<file path="config.mk">
export PLATFORM = sky130hd
export DESIGN_NAME = rmq_fifo
export DESIGN_NICKNAME = d
export VERILOG_FILES = /design/src/design/rmq_pkg.sv /design/src/design/rmq_fifo.sv
export SDC_FILE = /design/constraint.sdc
export NUM_CORES = 1
export LEC_CHECK = 0
export ABC_AREA = 1
export BUFFER_PORTS_ARGS = -buffer_cell sky130_fd_sc_hd__clkbuf_2
export CAP_MARGIN = 0
export CORE_ASPECT_RATIO = 0.7
export CORE_MARGIN = 2
export CORE_UTILIZATION = 40
export DETAILED_ROUTE_END_ITERATION = 8
export PLACE_DENSITY = 0.67
export SETUP_SLACK_MARGIN = 0.1
export SLEW_MARGIN = 20
export SYNTH_ARGS = -nofsm -noshare
export SYNTH_HDL_FRONTEND = slang
export SYNTH_SLANG_ARGS = --single-unit
export TNS_END_PERCENT = 50
</file>
<file path="constraint.sdc">
create_clock -name clk -period 7.35 [get_ports clk]
set_input_delay 1.1025 -clock clk [delete_from_list [all_inputs] [get_ports clk]]
set_output_delay 1.1025 -clock clk [all_outputs]
set_load 0.02 [all_outputs]
</file>
<file path="src/design/rmq_pkg.sv">
// ----------------------------------------------------------------------------
// rmq_pkg
// Shared types, widths and helpers for the rotation matrix to quaternion block.
// ----------------------------------------------------------------------------
package rmq_pkg;

  localparam int FRAC_BITS = 14;
  localparam int DW        = 16;
  localparam int ARG_W     = 19;
  localparam int ROOT_W    = (ARG_W + FRAC_BITS + 1) / 2;
  localparam int RAD_W     = 2 * ROOT_W;
  localparam int NUM_W     = 17;
  localparam int MAG_W     = NUM_W;
  localparam int DIVN_W    = MAG_W + FRAC_BITS + 1;
  localparam int DEN_W     = ROOT_W + 1;
  localparam int Q_W       = DIVN_W;
  localparam int SQRT_STEPS = ROOT_W;
  localparam int DIV_STEPS  = DIVN_W;
  localparam int QDEPTH    = 4;
  localparam int QPTR_W    = 2;

  typedef enum logic [1:0] {
    BR_TRACE = 2'd0,
    BR_FIRST = 2'd1,
    BR_SECOND = 2'd2,
    BR_THIRD = 2'd3
  } branch_t;

  typedef struct packed {
    logic signed [DW-1:0] r0c0, r0c1, r0c2;
    logic signed [DW-1:0] r1c0, r1c1, r1c2;
    logic signed [DW-1:0] r2c0, r2c1, r2c2;
  } matrix_t;

  typedef struct packed {
    logic signed [DW-1:0] quat_x, quat_y, quat_z, quat_w;
    logic [1:0]           branch_taken;
    logic                 degenerate;
  } quat_t;

  // classified item between front and back
  typedef struct packed {
    logic [ARG_W-1:0]      arg;
    logic                  degen;
    branch_t               branch;
    logic signed [NUM_W-1:0] n0, n1, n2;
  } job_t;

  function automatic logic signed [DW-1:0] sat16(input logic signed [Q_W:0] v);
    if (v > $signed({{(Q_W+1-DW){1'b0}}, 1'b0, {(DW-1){1'b1}}}))
      return {1'b0, {(DW-1){1'b1}}};
    else if (v < -$signed({{(Q_W-DW+1){1'b0}}, 1'b1, {(DW-1){1'b0}}}))
      return {1'b1, {(DW-1){1'b0}}};
    else
      return v[DW-1:0];
  endfunction

endpackage

</file>
<file path="src/design/rmq_fifo.sv">
// ----------------------------------------------------------------------------
// rmq_fifo
// Short queue decoupling the classifier from the arithmetic pipeline.
// ----------------------------------------------------------------------------
module rmq_fifo (
  input  logic          clk,
  input  logic          rst,
  input  rmq_pkg::job_t wr_data,
  input  logic          wr_valid,
  output logic          wr_ready,
  output rmq_pkg::job_t rd_data,
  output logic          rd_valid,
  input  logic          rd_ready
);
  import rmq_pkg::*;

  job_t            mem [QDEPTH];
  logic [QPTR_W-1:0] wp, rp;
  logic [QPTR_W:0]   cnt;
  logic wr, rd;

  assign wr_ready = (cnt != QPTR_W'(0) + (QPTR_W+1)'(QDEPTH));
  assign rd_valid = (cnt != '0);
  assign rd_data  = mem[rp];
  assign wr = wr_valid && wr_ready;
  assign rd = rd_valid && rd_ready;

  always_ff @(posedge clk) begin
    if (rst) begin
      wp <= '0;
      rp <= '0;
      cnt <= '0;
    end else begin
      if (wr) wp <= wp + 1'b1;
      if (rd) rp <= rp + 1'b1;
      cnt <= cnt + (QPTR_W+1)'(wr) - (QPTR_W+1)'(rd);
    end
    if (wr) mem[wp] <= wr_data;
  end

  assert property (@(posedge clk) disable iff (rst) cnt <= (QPTR_W+1)'(QDEPTH))
    else $error("queue overflow");
  assert property (@(posedge clk) disable iff (rst) !(rd_valid) |-> rp == wp)
    else $error("empty queue pointers differ");
  assert property (@(posedge clk) disable iff (rst) wr && !rd |=> cnt == $past(cnt) + 1'b1)
    else $error("count did not advance");

endmodule

</file>
==> results.py <==
metrics = {
    "cells_and_area": {
        "areaGrowthSynthToFinish_pct": 17.09,
        "drive_gt1_frac": 0.2226,
        "antenna_cells": 0,
        "instances_no_fill": 1310,
        "final_nets": 1002,
    },
    "pwr": {
        "comb_power_share": 0.244,
        "p_int_mw": 3.170,
        "p_sw_frac": 0.3218,
        "ir_worst_vdd_mv": 0.2038,
        "p_total_mw": 4.674,
        "cellLeakagePower_nw": 4.642,
        "clkPwrFrac": 0.292,
        "sequentialPowerShare": 0.465,
        "p_per_area_nw_per_um2": 352.9,
        "power_switching_mw": 1.504,
    },
    "floorplan": {
        "fp.coreArea_um2": 27820,
        "die_x_um": 205,
        "dieArea_um2": 29660,
        "die_height_um": 144.7,
        "rows": 51,
        "initial_core_util": 0.4066,
        "num_io_pins": 152,
    },
    "worst_setup_path": {
        "r2r_cells": 6,
        "path_max_fanout": 92,
        "worst-setup-path-type": "reg2out",
        "start_kind": "flop",
        "reg2reg_from": "cnt[1]",
        "crit_buf_inv": 3,
        "critPathTopFamily": "buffers and inverters",
        "crit_path_cell_trace": "inv_4 -> buf_4 -> nor2_1 -> o22ai_1 -> clkbuf_2",
        "end_kind": "output pin",
        "crit_slowest_cell": "buf_4",
        "cp.required_ns": 6.25,
        "path_depth": 5,
        "regToRegSetupSlack_ns": 4.73,
        "cp.arrival_ns": 3.26,
        "r2r-end": "mem[2][26]",
        "cp-endpoint": "rd_data[24]",
        "slowest_delay_ns": 0.91,
    },
    "synthesis": {
        "synth_top_family_by_area": "compound AO/OA/AOI/OAI gates",
        "synth_top_area_frac": 0.7751,
        "syn_area_um2": 11310,
        "yosys-top-cells-area": "edfxtp_1, nor2_1, o22ai_1",
        "synthAdderAreaFrac": 0.008406,
        "synth_compound_area_frac": 0.1085,
        "synthMuxAreaShare": 0,
        "yosysTopAreaCell": "edfxtp_1",
        "synth_xor_area_frac": 0,
        "ys_ff_latch": 301,
        "synth_nets": 855,
        "synth-simple-area-share": 0.05807,
        "synthCells": 771,
        "yosysWarnings": 0,
        "synth_sequential_area_ratio": 0.7911,
        "synth.avg_cell_area_um2": 14.67,
        "synthDistinctLibCells": 20,
    },
    "placement": {
        "hpwlAfterDp_mm": 13.77,
        "portBuffers": 151,
        "gp_congestion": 0.7705,
        "dp.cells": 1258,
    },
    "global_route": {
        "grt_pass1_wl_mm": 37.63,
        "grt_pass1_vias": 6697,
        "grt_max_degree": 93,
        "grt_antenna_before_repair": 1,
        "overflow": 0,
        "grt_usage": 0.1659,
    },
    "sta": {
        "slew_viol_final": 0,
        "hold_ws_ns": 0.4947,
        "max_slew_margin": 0.2946,
        "setup_tns_ns": 0,
        "finalCritPeriodShare": 0.5939,
        "setup-violations-final": 0,
        "fmax_mhz": 229.1,
        "min_period_ns": 4.365,
        "skew_ns": 0.01675,
        "hold_viol_final": 0,
        "tightest_slew_ns": 1.058,
        "rsz0062_at_grt": "false",
    },
    "clock_network": {
        "cts_setup_buffers": 0,
        "clock_path_buffers": 3,
        "h-tree-depth": 1,
        "root_buffer": "clkbuf_16",
        "cts_resized": 0,
        "clk_latency_ns": 0.55,
        "cts_buffers": 28,
        "cts.sinks": 301,
        "cts_hold_buf": 0,
        "cts_tree": "yes",
        "clk_pin_slew_ns": 0.06,
    },
    "detailed_routing": {
        "viasPerCell": 5.092,
        "vias": 6671,
        "drt-pass1-iter-count": 6,
        "final_antenna_net_count": 0,
        "drt-wirelength-per-cell_um": 18.78,
        "detail_route.iter0.violations": 468,
        "wl_mm": 24.60,
        "drc": 0,
    },
    "run": {
        "drv_cap": 0,
    },
    "run_status": {
        "run_status": "complete, no violations",
    },
    "worst_hold_path": {
        "hold_class": "reg2reg",
    },
}
cell usage in the layout (no fill, tap or decap), drive strengths merged, types with 4 or more instances in the layout:
cell type and instances:
clkinv 11, clkbuf 188, a21oi 4, edfxtp 292
inv 17, o22ai 73, nor2 159, o21ai 147
ha 6, buf 13, dfxtp 9, nand2 12
worst min path at each step:
stage / start / to / cells past startpoint
floorplan: rp[0] / flop / 2
global placement: rp[0] / rp[0] / 2
detailed placement: rp[0] / rp[0] / 2
CTS: rp[0] / rp[0] / 2
global route: rp[0] / rp[0] / 2
finish: rp[0] / rp[0] / 2
per-layer routing:
| layer | share of wire | GRT usage | vias up | wire [um] |
|---|---|---|---|---|
| met5 | 0 | 0 | - | 0 |
| li1 | - | - | 3194 | - |
| met2 | 0.45 | 0.2678 | 174 | 11010 |
| met4 | 0.019 | 0.03559 | 0 | 470 |
| met3 | 0.061 | 0.03739 | 33 | 1496 |
| met1 | 0.47 | 0.2319 | 3270 | 11620 |
power groups by stage:
stage | combinational (mW) | sequential, mW | clock [mW]
after detailed placement | 1.15 | 2.21 | 0
final | 1.14 | 2.17 | 1.36
after floorplan | 0.807 | 2.18 | 0
after global placement | 1.12 | 2.21 | 0
after CTS | 1.15 | 2.17 | 1.39
after global routing | 1.26 | 2.19 | 1.46
state kept, by name (all words and copies together) (netlist names), named ones only:
register  cells
mem         292
wp            2
rp            2
cnt           3
metrics by stage:
step / area (um2) / worst slack (ns) / util
global route: 13250 / 2.682 / 0.4761
global placement: 12320 / 3.576 / 0.4428
finish: 13250 / 2.985 / 0.4761
floorplan: 11310 / 2.565 / -
CTS: 13230 / 2.927 / 0.4754
detailed placement: 12380 / 3.521 / 0.4448
worst register-to-register path, stage by stage, from the launching register on:
cell and delay [ns]:
dfxtp_1 0.41, nor2_1 0.10, nand2_1 0.16, nand2_1 0.29, nor2_4 0.15, buf_4 0.44
buf_4 0.68
kinds of logic after synthesis:
| kind of cell | Yosys count |
|---|---|
| AO/OA/AOI/OAI | 226 |
| adder cells (fa/ha/maj) | 7 |
| AND/OR/NAND/NOR | 174 |
| flip-flops | 301 |
| buffers and inverters | 63 |
cell usage after synthesis, drive strengths merged:
| library cell | instances |
|---|---|
| nor2 | 159 |
| a21boi | 2 |
| buf | 27 |
| o21ai | 147 |
| clkinv | 1 |
| nand2 | 12 |
| o22ai | 73 |
| inv | 15 |
| edfxtp | 292 |
| dfxtp | 9 |
| clkbuf | 20 |
| ha | 6 |
| nand3 | 3 |
| a21oi | 4 |
| fa | 1 |
layout make-up:
| type | count | area [um2] |
|---|---|---|
| Clock buffer | 37 | 755.7 |
| Clock inverter | 14 | 93.84 |
| Fill cell | 2477 | 14580 |
| Inverter | 16 | 62.56 |
| Multi-Input combinational cell | 407 | 2009 |
| Sequential cell | 301 | 8954 |
| Tap cell | 371 | 464.2 |
| Timing Repair Buffer | 164 | 905.9 |
No activity file was read; power rests on OpenSTA's default activity.
